[src/rtl/bakery_ticket_lock_arbiter_unit_macros.svh]
// assertion macros shared by the ticket lock arbiter rtl
`ifndef BAKERY_TICKET_LOCK_ARBITER_UNIT_MACROS_SVH
`define BAKERY_TICKET_LOCK_ARBITER_UNIT_MACROS_SVH

// property checked on every clk edge outside reset
`define BTLA_ASSERT(lbl, prop, msg) \
	lbl: assert property (@(posedge clk) disable iff (!arst_n) prop) else $error(msg);

// condition in one cycle implies a condition in the next cycle
`define BTLA_ASSERT_NEXT(lbl, cond, expr, msg) \
	lbl: assert property (@(posedge clk) disable iff (!arst_n) (cond) |=> (expr)) \
		else $error(msg);

`endif

[src/rtl/btla_pkg.sv]
// types and constants for the bakery ticket lock arbiter
`default_nettype none
package btla_pkg;

	localparam int NUM_AGENTS_DEF   = 8;
	localparam int TICKET_WIDTH_DEF = 16;

	localparam int ACTIVE_W   = 4;
	localparam int AGENT_W    = 3;
	localparam int TICKET_OUT_W = 16;
	localparam int APB_DATA_W = 32;
	localparam int APB_ADDR_W = 3;

	localparam logic [ACTIVE_W-1:0] ACTIVE_RESET = 4'd8;

	// register index taken from paddr[2]
	localparam logic REG_ACTIVE_AGENTS = 1'b0;

	typedef enum logic {
		REQ_ACQUIRE = 1'b0,
		REQ_RELEASE = 1'b1
	} req_t;

	typedef enum logic [1:0] {
		ST_OK       = 2'd0,
		ST_DUP      = 2'd1,
		ST_RANGE    = 2'd2,
		ST_OVERFLOW = 2'd3
	} status_t;

	typedef enum logic [2:0] {
		S_IDLE,
		S_SCAN_MAX,
		S_UPDATE,
		S_SCAN_MIN,
		S_DONE
	} state_t;

endpackage
`default_nettype wire

[src/rtl/bakery_ticket_lock_arbiter_unit.sv]
// bakery ticket lock arbiter: ticket table, scan sequencer and apb register
//
// channel   direction  handshake                       payload
// config    in/out     psel, penable, pwrite, pready   paddr, pwdata, prdata
// request   in         start high while busy low       req_type, agent_id
// result    out        done strobe, one cycle          holder_valid, holder_agent,
//                                                      ticket, status
//
// an item keeps the block busy until its done strobe; one shared comparator walks the
// ticket memory twice over the active agent count, once for the largest ticket and once
// for the holder, one entry per cycle through the registered read port
// reset clears the ticket table at once through per-entry valid bits
// results cannot be stalled; done is high for exactly one cycle per item
`include "bakery_ticket_lock_arbiter_unit_macros.svh"
`default_nettype none
module bakery_ticket_lock_arbiter_unit
	import btla_pkg::*;
#(
	parameter int NUM_AGENTS   = NUM_AGENTS_DEF,
	parameter int TICKET_WIDTH = TICKET_WIDTH_DEF
) (
	input  wire logic                    clk,
	input  wire logic                    arst_n,
	input  wire logic                    psel,
	input  wire logic                    penable,
	input  wire logic                    pwrite,
	input  wire logic [APB_ADDR_W-1:0]   paddr,
	input  wire logic [APB_DATA_W-1:0]   pwdata,
	output logic      [APB_DATA_W-1:0]   prdata,
	output logic                         pready,
	input  wire logic                    start,
	output logic                         busy,
	input  wire logic                    req_type,
	input  wire logic [AGENT_W-1:0]      agent_id,
	output logic                         done,
	output logic                         holder_valid,
	output logic      [AGENT_W-1:0]      holder_agent,
	output logic      [TICKET_OUT_W-1:0] ticket,
	output logic      [1:0]              status
);

	localparam int AW = $clog2(NUM_AGENTS);
	localparam int CW = $clog2(NUM_AGENTS + 1);
	localparam int TW = TICKET_WIDTH;

	state_t state_q, state_d;

	logic [ACTIVE_W-1:0] active_q;
	logic [CW-1:0]       count;
	logic                cfg_wr;

	req_t                req_q;
	logic [AGENT_W-1:0]  agent_q;
	logic [CW-1:0]       idx_q;

	logic [TW-1:0]       mem [NUM_AGENTS];
	logic [NUM_AGENTS-1:0] valid_q;
	logic [TW-1:0]       rd_data_s1;
	logic                rd_ok_s1;
	logic                rd_live_s1;
	logic [CW-1:0]       rd_idx_s1;
	logic [AW-1:0]       rd_addr;
	logic [AW-1:0]       wr_addr;
	logic [TW-1:0]       entry_v;

	logic [TW-1:0]       maxv_q;
	logic [TW-1:0]       own_q;
	logic                found_q;
	logic [TW-1:0]       bestv_q;
	logic [CW-1:0]       best_q;
	logic [TW-1:0]       tick_q;
	status_t             status_q;

	// shared comparator
	logic [TW-1:0]       cmp_a, cmp_b;
	logic                cmp_lt;

	logic                accept;
	logic                scanning;
	logic                issue;
	logic                upd;
	logic                in_range;
	logic                wr_ticket;
	logic                clr_ticket;
	logic [TW-1:0]       next_tick;
	status_t             next_status;

	// configuration port
	assign pready = 1'b1;
	assign cfg_wr = psel && penable && pwrite && pready;
	assign prdata = (paddr[2] == REG_ACTIVE_AGENTS) ?
		APB_DATA_W'(active_q) : '0;

	always_comb begin
		if (32'(active_q) > NUM_AGENTS) begin
			count = CW'(NUM_AGENTS);
		end else begin
			count = CW'(active_q);
		end
	end

	// next state
	always_comb begin
		state_d = state_q;
		case (state_q)
			S_IDLE: begin
				if (start) begin
					state_d = S_SCAN_MAX;
				end
			end
			S_SCAN_MAX: begin
				if (!issue) begin
					state_d = S_UPDATE;
				end
			end
			S_UPDATE: state_d = S_SCAN_MIN;
			S_SCAN_MIN: begin
				if (!issue) begin
					state_d = S_DONE;
				end
			end
			S_DONE: state_d = S_IDLE;
			default: state_d = S_IDLE;
		endcase
	end

	// sequencer outputs
	always_comb begin
		busy     = 1'b1;
		done     = 1'b0;
		scanning = 1'b0;
		upd      = 1'b0;
		case (state_q)
			S_IDLE:     busy = 1'b0;
			S_SCAN_MAX: scanning = 1'b1;
			S_UPDATE:   upd = 1'b1;
			S_SCAN_MIN: scanning = 1'b1;
			S_DONE:     done = 1'b1;
			default:    busy = 1'b1;
		endcase
	end

	assign accept  = start && !busy;
	assign issue   = scanning && (idx_q < count);
	assign rd_addr = idx_q[AW-1:0];
	assign wr_addr = AW'(agent_q);
	assign entry_v = rd_ok_s1 ? rd_data_s1 : '0;

	always_comb begin
		if (state_q == S_SCAN_MIN) begin
			cmp_a = entry_v;
			cmp_b = bestv_q;
		end else begin
			cmp_a = maxv_q;
			cmp_b = entry_v;
		end
	end
	assign cmp_lt = cmp_a < cmp_b;

	// decision taken between the two scans
	assign in_range = 32'(agent_q) < 32'(count);
	always_comb begin
		wr_ticket   = 1'b0;
		clr_ticket  = 1'b0;
		next_tick   = '0;
		next_status = ST_OK;
		if (!in_range) begin
			next_status = ST_RANGE;
		end else if (req_q == REQ_RELEASE) begin
			clr_ticket = 1'b1;
		end else if (own_q != '0) begin
			next_status = ST_DUP;
			next_tick   = own_q;
		end else if (maxv_q == '1) begin
			next_status = ST_OVERFLOW;
		end else begin
			wr_ticket = 1'b1;
			next_tick = maxv_q + TW'(1);
		end
	end

	// ticket memory, registered read
	always_ff @(posedge clk) begin
		if (upd && wr_ticket) begin
			mem[wr_addr] <= next_tick;
		end
		rd_data_s1 <= mem[rd_addr];
		rd_idx_s1  <= idx_q;
	end

	always_ff @(posedge clk or negedge arst_n) begin
		if (!arst_n) begin
			state_q    <= S_IDLE;
			active_q   <= ACTIVE_RESET;
			valid_q    <= '0;
			rd_ok_s1   <= 1'b0;
			rd_live_s1 <= 1'b0;
			idx_q      <= '0;
			found_q    <= 1'b0;
		end else begin
			state_q    <= state_d;
			rd_ok_s1   <= valid_q[rd_addr];
			rd_live_s1 <= issue;
			if (cfg_wr && paddr[2] == REG_ACTIVE_AGENTS) begin
				active_q <= pwdata[ACTIVE_W-1:0];
			end
			if (upd && wr_ticket) begin
				valid_q[wr_addr] <= 1'b1;
			end
			if (upd && clr_ticket) begin
				valid_q[wr_addr] <= 1'b0;
			end
			if (accept || upd) begin
				idx_q <= '0;
			end else if (issue) begin
				idx_q <= idx_q + CW'(1);
			end
			if (upd) begin
				found_q <= 1'b0;
			end else if (state_q == S_SCAN_MIN && rd_live_s1 && entry_v != '0 &&
					(!found_q || cmp_lt)) begin
				found_q <= 1'b1;
			end
		end
	end

	// scan datapath
	always_ff @(posedge clk) begin
		if (accept) begin
			req_q   <= req_t'(req_type);
			agent_q <= agent_id;
			maxv_q  <= '0;
			own_q   <= '0;
		end
		if (state_q == S_SCAN_MAX && rd_live_s1) begin
			if (cmp_lt) begin
				maxv_q <= entry_v;
			end
			if (32'(rd_idx_s1) == 32'(agent_q)) begin
				own_q <= entry_v;
			end
		end
		if (upd) begin
			tick_q   <= next_tick;
			status_q <= next_status;
			best_q   <= '0;
			bestv_q  <= '0;
		end else if (state_q == S_SCAN_MIN && rd_live_s1 && entry_v != '0 &&
				(!found_q || cmp_lt)) begin
			best_q  <= rd_idx_s1;
			bestv_q <= entry_v;
		end
	end

	assign holder_valid = found_q;
	assign holder_agent = AGENT_W'(best_q);
	assign ticket       = TICKET_OUT_W'(tick_q);
	assign status       = status_q;

	`BTLA_ASSERT_NEXT(a_accept_busy, accept, busy && state_q == S_SCAN_MAX && idx_q == '0,
		"accepted item did not start the max scan")
	`BTLA_ASSERT(a_done_after_scan, done |-> $past(state_q == S_SCAN_MIN),
		"result strobe not preceded by the holder scan")
	`BTLA_ASSERT(a_dup_has_ticket, (done && status_q == ST_DUP) |-> tick_q != '0,
		"duplicate acquire reported without a held ticket")
	`BTLA_ASSERT(a_no_holder_zero, (done && !found_q) |-> best_q == '0,
		"holder index not zero while no holder")

endmodule
`default_nettype wire

[config.mk]
export PLATFORM = sky130hd
export DESIGN_NAME = bakery_ticket_lock_arbiter_unit
export DESIGN_NICKNAME = d
export VERILOG_FILES = /design/src/rtl/btla_pkg.sv /design/src/rtl/bakery_ticket_lock_arbiter_unit.sv
export VERILOG_INCLUDE_DIRS = /design/src /design/src/rtl
export SDC_FILE = /design/constraint.sdc
export NUM_CORES = 1
export LEC_CHECK = 0
export BUFFER_PORTS_ARGS = -buffer_cell sky130_fd_sc_hd__buf_2
export CAP_MARGIN = 10
export CORE_ASPECT_RATIO = 0.9
export CORE_MARGIN = 1
export CORE_UTILIZATION = 55
export DETAILED_ROUTE_END_ITERATION = 16
export GPL_TIMING_DRIVEN = 0
export PLACE_DENSITY = 0.78
export SETUP_SLACK_MARGIN = 0.2
export SLEW_MARGIN = 20
export SYNTH_ARGS = -nofsm -noshare
export SYNTH_HDL_FRONTEND = slang
export SYNTH_SLANG_ARGS = --single-unit
[constraint.sdc]
create_clock -name clk -period 7.24 [get_ports clk]
set_input_delay 1.448 -clock clk [delete_from_list [all_inputs] [get_ports clk]]
set_output_delay 1.448 -clock clk [all_outputs]
set_load 0.005 [all_outputs]
==> flow_summary.html, run 1 <==
<table>
<tr><th>Metric</th><th>Value</th></tr>
<tr><th colspan="2">Outcome</th></tr>
<tr><td>Run status</td><td>completed</td></tr>
<tr><th colspan="2">Yosys</th></tr>
<tr><td>Number of flip-flops and latches in the synthesized netlist</td><td>~240</td></tr>
<tr><td>Number of warnings printed during yosys synthesis</td><td>0</td></tr>
<tr><td>Number of synthesized flops with an enable pin</td><td>150</td></tr>
<tr><td>Most instantiated flip-flop cell in the synthesis netlist</td><td>edfxtp_1</td></tr>
<tr><td>Synthesized instance count</td><td>around 760</td></tr>
<tr><td>Share of flip-flops with an asynchronous set or reset after synthesis</td><td>a little under a tenth</td></tr>
<tr><td>Top post-synthesis cells by count</td><td>edfxtp_1 (150), dfxtp_1 (71), o21ai_0 (69)</td></tr>
<tr><td>Synth top area cells</td><td>edfxtp_1 (44%), dfxtp_1 (14%), mux4_2 (7.5%)</td></tr>
<tr><td>Most used standard cell by instance count after synthesis</td><td>edfxtp_1</td></tr>
<tr><td>Post-synth top area cell</td><td>edfxtp_1</td></tr>
<tr><td>Mean cell area of the mapped netlist</td><td>13.38 um2</td></tr>
<tr><td>Area share of the largest cell type after synthesis</td><td>about 44%</td></tr>
<tr><td>Synth Cell Area</td><td>around 10000 um2</td></tr>
<tr><td>Sequential fraction of the synthesis area</td><td>a little under two thirds</td></tr>
<tr><td>Synth unique cells</td><td>54</td></tr>
<tr><th colspan="2">Placed design</th></tr>
<tr><td>Pre-CTS WS</td><td>between 3 and 4 ns</td></tr>
<tr><td>Placer congestion estimate</td><td>between 0.8 and 0.9</td></tr>
<tr><td>Placed wire-length estimate after detailed placement</td><td>15550 um</td></tr>
<tr><td>Number of buffers inserted by port buffering</td><td>42</td></tr>
<tr><th colspan="2">Timing</th></tr>
<tr><td>Total setup violations reported at the end of the flow</td><td>0</td></tr>
<tr><td>Number of hold-slack violations in the final timing report</td><td>0</td></tr>
<tr><td>Slew of the pin with the lowest slew margin</td><td>roughly 0.81 ns</td></tr>
<tr><td>Relative max-transition margin</td><td>between 40% and 50%</td></tr>
<tr><td>Final Cycle Share</td><td>between 50% and 60%</td></tr>
<tr><td>Count of pins over their slew limit</td><td>0</td></tr>
<tr><td>Fmax</td><td>between 200 and 300 MHz</td></tr>
<tr><td>Final worst slack</td><td>about 3.4 ns</td></tr>
<tr><td>Setup repair after global routing missed its margin</td><td>false</td></tr>
<tr><td>Final Skew</td><td>between 0.009 and 0.01 ns</td></tr>
<tr><td>Post-layout min period</td><td>between 3 and 4 ns</td></tr>
<tr><td>Total negative setup slack</td><td>0 ns</td></tr>
<tr><th colspan="2">Power</th></tr>
<tr><td>Relative contribution of combinational cells to total power</td><td>between 20% and 30%</td></tr>
<tr><td>Design internal power</td><td>roughly 3.0 mW</td></tr>
<tr><td>Sequential cell fraction of total power</td><td>about two fifths</td></tr>
<tr><td>Fraction of power spent switching nets</td><td>32.18%</td></tr>
<tr><td>Cell Pwr Density</td><td>370.4 nW/um2</td></tr>
<tr><td>Static leakage</td><td>approximately 4.4 nW</td></tr>
<tr><td>Total power after layout</td><td>~4.4 mW</td></tr>
<tr><td>Worst IR drop on VDD</td><td>about 230 uV</td></tr>
<tr><td>Net switching power of the design</td><td>between 1 and 1.5 mW</td></tr>
<tr><td>Part of the power in the clock network</td><td>approximately 30%</td></tr>
<tr><th colspan="2">Finish</th></tr>
<tr><td>Area Growth Syn to Fin</td><td>16.03%</td></tr>
<tr><td>Fraction of layout cells with a size suffix above 1</td><td>about a quarter</td></tr>
<tr><td>Filler cell count</td><td>between 1000 and 1500</td></tr>
<tr><td>Number of nets in the finished design</td><td>between 900 and 1000</td></tr>
<tr><td>Antenna Cells</td><td>0</td></tr>
<tr><th colspan="2">Clocking</th></tr>
<tr><td>Maximum clock insertion buffer count</td><td>3</td></tr>
<tr><td># hold bufs at CTS</td><td>0</td></tr>
<tr><td>TritonCTS clock tree</td><td>built</td></tr>
<tr><td>Worst skew pair latency</td><td>0.52 ns</td></tr>
<tr><td>Post-CTS setup buffer count</td><td>0</td></tr>
<tr><td>Sinks on Clock Net</td><td>243</td></tr>
<tr><td>Root Buffer</td><td>clkbuf_16</td></tr>
<tr><td>Post-cts resize count</td><td>0</td></tr>
<tr><td>CTS clk-pin slew, worst paths</td><td>around 0.060 ns</td></tr>
<tr><td>Number of buffers created by CTS</td><td>25</td></tr>
<tr><td>CTS H-tree lvls</td><td>1</td></tr>
<tr><th colspan="2">Global route</th></tr>
<tr><td>Number of global-route vias before repair</td><td>6361</td></tr>
<tr><td>Maximum number of pins on one net before global-route repair</td><td>23</td></tr>
<tr><td>Remaining Overflow, GRT</td><td>0</td></tr>
<tr><td>Initial antenna violation count</td><td>0</td></tr>
<tr><td>Wire length of the first global-routing pass</td><td>35230 um</td></tr>
<tr><td>Global Route Usage Sum</td><td>24.03%</td></tr>
<tr><th colspan="2">Hold path</th></tr>
<tr><td>Worst hold path type</td><td>reg -&gt; reg</td></tr>
<tr><th colspan="2">Die</th></tr>
<tr><td>Die ar.</td><td>~19000 um2</td></tr>
<tr><td>Die Span Y</td><td>131.2 um</td></tr>
<tr><td>Standard-cell rows</td><td>46</td></tr>
<tr><td>Die width</td><td>145.5 um</td></tr>
<tr><td>Effective utilization at floorplan</td><td>~57%</td></tr>
<tr><td>Placeable core region</td><td>approximately 18000 um2</td></tr>
<tr><td>Number of top-level pins</td><td>approximately 100</td></tr>
<tr><th colspan="2">Routing</th></tr>
<tr><td>Routed WL per cell</td><td>19.82 um</td></tr>
<tr><td>Routed Wire Length</td><td>around 23000 um</td></tr>
<tr><td>Via density per instance</td><td>~5.9</td></tr>
<tr><td>Violation count after the first detailed-routing iteration</td><td>521</td></tr>
<tr><td>Vias</td><td>6686</td></tr>
<tr><td>Final routed DRC violation total</td><td>0</td></tr>
<tr><td>Number of nets still failing antenna checks after routing</td><td>0</td></tr>
<tr><td>TritonRoute pass-1 iters</td><td>9</td></tr>
<tr><th colspan="2">Critical path</th></tr>
<tr><td>CP Cell Sequence</td><td>clkbuf_1 &gt; clkbuf_1 &gt; nand2_1 &gt; o21ai_0 &gt; ha_1 &gt; nand4_1 &gt; o221ai_1 &gt; a211oi_1 &gt; o211ai_1 &gt; clkbuf_1 &gt; nand3_1 &gt; o21ai_0</td></tr>
<tr><td>Highest net fanout along the worst path</td><td>10</td></tr>
<tr><td>Standard cell with the maximum stage delay on the critical path</td><td>a211oi_1</td></tr>
<tr><td>Top cell family by delay on the critical path</td><td>compound AO/OA/AOI/OAI gates</td></tr>
<tr><td>Number of buffers and inverters on the critical path</td><td>3</td></tr>
<tr><td>Top cell by count, worst path</td><td>clkbuf_1</td></tr>
<tr><td>Type of destination of the critical path</td><td>register</td></tr>
<tr><td>Longest individual stage delay on the worst path</td><td>0.51 ns</td></tr>
<tr><td>Kind of launch point of the worst setup path</td><td>register</td></tr>
<tr><td>Crit path DAT</td><td>~4.2 ns</td></tr>
<tr><td>Data required time at the worst endpoint</td><td>7.61 ns</td></tr>
<tr><td>CP Class</td><td>reg -&gt; reg</td></tr>
<tr><th colspan="2">Run</th></tr>
<tr><td>Number of max-cap violations</td><td>0</td></tr>
</table>
-- state kept, by name (all words and copies together) (netlist names), 8 cells and up --
register,count
ticket,16
maxv_q,16
own_q,16
rd_data_s1,16
mem,128
valid_q,8
bestv_q,16
-- final cells by class --
| cell class | count | area, um2 | area share, % |
|---|---|---|---|
| Buffer | 69 | 387.9 | 3.279 |
| Clock buffer | 39 | 760.7 | 6.432 |
| Clock inverter | 6 | 83.83 | 0.7088 |
| Inverter | 11 | 41.29 | 0.3491 |
| Multi-Input combinational cell | 466 | 3437 | 29.06 |
| Sequential cell | 243 | 6477 | 54.77 |
| Tap cell | 240 | 300.3 | 2.539 |
| Timing Repair Buffer | 63 | 339.1 | 2.867 |
-- logic make-up (layout without fill, tap and decap cells) --
group / after synthesis / count (layout) / share of synthesized area (%)
flip-flops: 243 / 243 / 63.54
AND/OR/NAND/NOR: 206 / 206 / 10.00
AO/OA/AOI/OAI: 133 / 133 / 7.795
buffers and inverters: 80 / 188 / 4.210
multiplexers: 58 / 58 / 10.13
adder cells (fa/ha/maj): 22 / 22 / 2.700
XOR/XNOR: 18 / 18 / 1.547
other: 2 / 29 / 0.07367
-- worst reg2reg max path, stage by stage (launching register included) --
cell and delay [ns]:
dfrtp_1 0.32, clkbuf_1 0.42, clkbuf_1 0.38, nand2_1 0.24, o21ai_0 0.27, ha_1 0.28
nand4_1 0.12, o221ai_1 0.15, a211oi_1 0.51, o211ai_1 0.35, clkbuf_1 0.31, nand3_1 0.17
o21ai_0 0.12
-- per-stage QoR --
step	cell area (um2)	utilization [%]	cells	hold slack, ns
after floorplan	10290	-	789	0.3868
after global placement	10810	60.37	1071	0.4034
after detailed placement	10980	61.36	1092	0.4092
after CTS	11830	66.08	1137	0.4234
after global routing	11830	66.08	1137	0.4366
final	11830	66.08	1137	0.4198
-- cell usage in the layout, fill, tap and decap left out, types with 10 or more instances in the layout --
cell type  instances
a21oi_1           37
buf_2             68
buf_4             31
clkbuf_1          34
clkbuf_16         26
conb_1            29
dfrtp_1           21
dfxtp_1           71
edfxtp_1         150
ha_1              22
inv_1             10
mux2_2            21
mux4_2            34
nand2_1           47
nand3_1           60
nor2_1            45
o21ai_0           69
xnor2_1           10
-- routing by layer --
metal / track usage, % / wire length, um / part of all wire, %
met1: 33.17 / 9443 / 42
met2: 39.08 / 10850 / 48
met3: 3.438 / 1554 / 6.9
met4: 8.713 / 688 / 3.1
met5: 0 / 0 / 0
-- power groups by stage --
stage / Combinational [mW] / Sequential, mW / Clock [mW]
6_report: 1.25 / 1.83 / 1.30
5_1_grt: 1.36 / 1.85 / 1.37
4_1_cts: 1.24 / 1.83 / 1.31
3_5_place_dp: 1.22 / 1.85 / 0
3_3_place_gp: 1.18 / 1.85 / 0
2_1_floorplan: 0.870 / 1.82 / 0
-- path summary, 6_finish.rpt --
kind | from | slack [ns] | cells after the start | to
hold reg to reg | idx_q[0]$_DFFE_PN0P_ | 0.42 | 0 | rd_idx_s1[0]$_DFF_P_
setup reg to reg | rd_ok_s1$_DFF_PN0_ | 3.44 | 12 | maxv_q[14]$_DFF_P_
max in group asynchronous | arst_n | 5.97 | 1 | active_q[3]$_DFFE_PN1P_
setup / recovery | rd_ok_s1$_DFF_PN0_ | 3.44 | 12 | maxv_q[14]$_DFF_P_
hold / removal | idx_q[0]$_DFFE_PN0P_ | 0.42 | 0 | rd_idx_s1[0]$_DFF_P_
min in group asynchronous | arst_n | 0.90 | 1 | active_q[1]$_DFFE_PN0P_
Note: power is estimated with default switching activity, not from simulation.
==> run 2, diff against run 1 <==
==> constraint.sdc (replaced) <==
create_clock -name clk -period 3.72 [get_ports clk]
set_input_delay 0.744 -clock clk [delete_from_list [all_inputs] [get_ports clk]]
set_output_delay 0.744 -clock clk [all_outputs]
set_load 0.005 [all_outputs]
==> flow_summary.html, run 2 (same netlist as run 1, synthesis figures left out) <==
<table>
<tr><th>Metric</th><th>Value</th></tr>
<tr><th colspan="2">Power</th></tr>
<tr><td>Cell Pwr Density</td><td>around 720 nW/um2</td></tr>
<tr><td>Static leakage</td><td>4.451 nW</td></tr>
<tr><td>Worst IR drop on VDD</td><td>between 400 and 500 uV</td></tr>
<tr><th colspan="2">Run</th></tr>
<tr><td>Number of max-cap violations</td><td>0</td></tr>
<tr><th colspan="2">Global route</th></tr>
<tr><td>Global Route Usage Sum</td><td>between 20% and 30%</td></tr>
<tr><td>Maximum number of pins on one net before global-route repair</td><td>23</td></tr>
<tr><td>Number of global-route vias before repair</td><td>~6300</td></tr>
<tr><td>Wire length of the first global-routing pass</td><td>between 30000 and 40000 um</td></tr>
<tr><td>Remaining Overflow, GRT</td><td>0</td></tr>
<tr><td>Initial antenna violation count</td><td>0</td></tr>
<tr><th colspan="2">Critical path</th></tr>
<tr><td>CP Class</td><td>reg -&gt; reg</td></tr>
<tr><td>Type of destination of the critical path</td><td>register</td></tr>
<tr><td>Standard cell with the maximum stage delay on the critical path</td><td>nor4_2</td></tr>
<tr><td>CP Cell Sequence</td><td>nor4_1 &gt; nand4_1 &gt; a41oi_2 &gt; o211ai_4 &gt; nor4_2 &gt; buf_4 &gt; buf_2</td></tr>
<tr><td>Data required time at the worst endpoint</td><td>around 4 ns</td></tr>
<tr><td>Longest individual stage delay on the worst path</td><td>around 0.70 ns</td></tr>
<tr><td>Kind of launch point of the worst setup path</td><td>register</td></tr>
<tr><td>Worst-case register-to-register setup slack</td><td>roughly 0.39 ns</td></tr>
<tr><td>Crit path DAT</td><td>around 3.6 ns</td></tr>
<tr><td>Highest net fanout along the worst path</td><td>8</td></tr>
<tr><td>Worst reg2reg path depth</td><td>7</td></tr>
<tr><td>End of the worst register-to-register path</td><td>mem[3][7]$_DFFE_PP_</td></tr>
<tr><td>Launching point of the worst reg2reg path</td><td>own_q[3]$_DFF_P_</td></tr>
<tr><th colspan="2">Clocking</th></tr>
<tr><td>TritonCTS clock tree</td><td>built</td></tr>
<tr><td># hold bufs at CTS</td><td>0</td></tr>
<tr><td>Root Buffer</td><td>clkbuf_16</td></tr>
<tr><td>Maximum clock insertion buffer count</td><td>3</td></tr>
<tr><td>Worst skew pair latency</td><td>about 0.52 ns</td></tr>
<tr><td>Sinks on Clock Net</td><td>approximately 240</td></tr>
<tr><td>Number of buffers created by CTS</td><td>25</td></tr>
<tr><td>CTS H-tree lvls</td><td>1</td></tr>
<tr><td>CTS clk-pin slew, worst paths</td><td>around 0.060 ns</td></tr>
<tr><th colspan="2">Timing</th></tr>
<tr><td>Worst hold margin</td><td>between 0.15 and 0.2 ns</td></tr>
<tr><td>Total setup violations reported at the end of the flow</td><td>0</td></tr>
<tr><td>Relative max-transition margin</td><td>approximately a quarter</td></tr>
<tr><td>Fmax</td><td>between 200 and 300 MHz</td></tr>
<tr><td>Count of pins over their slew limit</td><td>0</td></tr>
<tr><td>Setup repair after global routing missed its margin</td><td>false</td></tr>
<tr><td>Number of hold-slack violations in the final timing report</td><td>0</td></tr>
<tr><td>Final Cycle Share</td><td>89.62%</td></tr>
<tr><td>Slew of the pin with the lowest slew margin</td><td>1.096 ns</td></tr>
<tr><td>Final Skew</td><td>0.009970 ns</td></tr>
<tr><td>Post-layout min period</td><td>3.334 ns</td></tr>
<tr><th colspan="2">Routing</th></tr>
<tr><td>Routed WL per cell</td><td>about 20 um</td></tr>
<tr><td>Vias</td><td>about 6800</td></tr>
<tr><td>Violation count after the first detailed-routing iteration</td><td>roughly 540</td></tr>
<tr><td>Routed Wire Length</td><td>between 20000 and 25000 um</td></tr>
<tr><td>Via density per instance</td><td>between 5 and 6</td></tr>
<tr><td>TritonRoute pass-1 iters</td><td>8</td></tr>
<tr><td>Final routed DRC violation total</td><td>0</td></tr>
<tr><td>Number of nets still failing antenna checks after routing</td><td>0</td></tr>
<tr><th colspan="2">Placed design</th></tr>
<tr><td>Number of buffers inserted by port buffering</td><td>42</td></tr>
<tr><td>Placer congestion estimate</td><td>about 0.9</td></tr>
<tr><td>Placed wire-length estimate after detailed placement</td><td>approximately 16000 um</td></tr>
<tr><th colspan="2">Die</th></tr>
<tr><td>Number of top-level pins</td><td>just over 100</td></tr>
<tr><td>Placeable core region</td><td>approximately 18000 um2</td></tr>
<tr><td>Die Span Y</td><td>between 100 and 150 um</td></tr>
<tr><td>Effective utilization at floorplan</td><td>between 50% and 60%</td></tr>
<tr><td>Standard-cell rows</td><td>46</td></tr>
<tr><td>Die ar.</td><td>about 19000 um2</td></tr>
<tr><td>Die width</td><td>roughly 150 um</td></tr>
<tr><th colspan="2">Finish</th></tr>
<tr><td>Most frequent cells in the layout</td><td>edfxtp_1 (150), dfxtp_1 (71), buf_2 (70), o21ai_0 (69), nand3_1 (60)</td></tr>
<tr><td>Area of the multi-input gates</td><td>~3400 um2</td></tr>
<tr><td>Final core utilization</td><td>roughly 66%</td></tr>
<tr><td>Sequential cell area</td><td>~6500 um2</td></tr>
<tr><td>Fraction of layout cells with a size suffix above 1</td><td>between 20% and 30%</td></tr>
<tr><td>Number of flip-flops under the largest register name</td><td>128</td></tr>
<tr><td>Antenna Cells</td><td>0</td></tr>
<tr><td>Largest register by flop count</td><td>mem</td></tr>
<tr><td>Number of nets in the finished design</td><td>947</td></tr>
<tr><td>Filler cell count</td><td>~1300</td></tr>
<tr><td>Most common cell after layout, fill and taps aside</td><td>edfxtp_1</td></tr>
<tr><td>Area Growth Syn to Fin</td><td>16.45%</td></tr>
<tr><th colspan="2">Hold path</th></tr>
<tr><td>Worst hold path type</td><td>in -&gt; async</td></tr>
<tr><th colspan="2">Outcome</th></tr>
<tr><td>Run status</td><td>completed</td></tr>
</table>
-- run 2: cell types whose count changed in the layout (fill, tap and decap cells not counted), moves of 2 or more --
cell and delta:
buf_2 +2, clkbuf_4 +3, clkbuf_2 +5, clkbuf_1 -11, buf_4 +2
-- run 2: per-layer routing --
layer | track usage [%] | wire (um) | up-vias
li1 | - | - | 3054
met1 | 33.46 | 9582 | 3307
met2 | 39.08 | 10890 | 342
met3 | 3.403 | 1543 | 66
met4 | 8.304 | 672 | 0
met5 | 0 | 0 | -
-- run 2: metrics by stage --
stage	power [mW]	setup TNS, ns	cells	worst slack (ns)	instance area, um2
6_report	8.604	0	1138	0.3861	11870
5_1_grt	8.971	0	1138	0.1945	11870
4_1_cts	8.549	0	1137	0.2244	11840
3_5_place_dp	5.979	0	1092	0.1285	10980
3_3_place_gp	5.890	-149.91	1071	-1.466	10810
2_1_floorplan	5.232	0	789	0.1584	10290
-- run 2: worst max-delay path, delay by kind of cell, from the launching register on --
kind                   cells  cell delay, ns
buffers and inverters      2            0.48
DFF                        1            0.33
and+or+nand+nor            3            1.44
AOI/OAI and AO/OA          2            0.77
-- run 2: area by class of cell --
cell class	count	area share [%]
Inverter	11	0.3478
Tap cell	240	2.530
Timing Repair Buffer	64	2.920
Sequential cell	243	54.57
Clock buffer	39	6.409
Multi-Input combinational cell	466	29.05
Clock inverter	6	0.7062
Buffer	69	3.468
-- run 2: worst max-delay path by stage --
stage	cells after the start	endpoint	from
final	7	mem[3][7]$_DFFE_PP_	own_q[3]$_DFF_P_
after global routing	14	bestv_q[11]$_SDFFE_PP0P_	state_q[1]$_DFFE_PN0P_
after CTS	12	bestv_q[11]$_SDFFE_PP0P_	state_q[2]$_DFFE_PN0P_
after detailed placement	13	bestv_q[11]$_SDFFE_PP0P_	rd_ok_s1$_DFF_PN0_
after global placement	5	mem[6][1]$_DFFE_PP_	own_q[3]$_DFF_P_
after floorplan	7	mem[1][0]$_DFFE_PP_	active_q[3]$_DFFE_PN1P_
-- run 2: timing repair --
item / in CTS / in global routing
endpoints found under the setup margin: 27 / 35
resized for setup: 4 / 28
buffers inserted: 0 / 1
pin swaps: 0 / 1
-- run 2: report_power, final --
part | switching [mW] | internal [mW] | total (mW) | leakage (nW)
Combinational | 1.52 | 0.980 | 2.50 | 1.76
Clock | 0.993 | 1.54 | 2.53 | 0.417
Sequential | 0.266 | 3.31 | 3.57 | 2.28
Total | 2.77 | 5.83 | 8.60 | 4.45
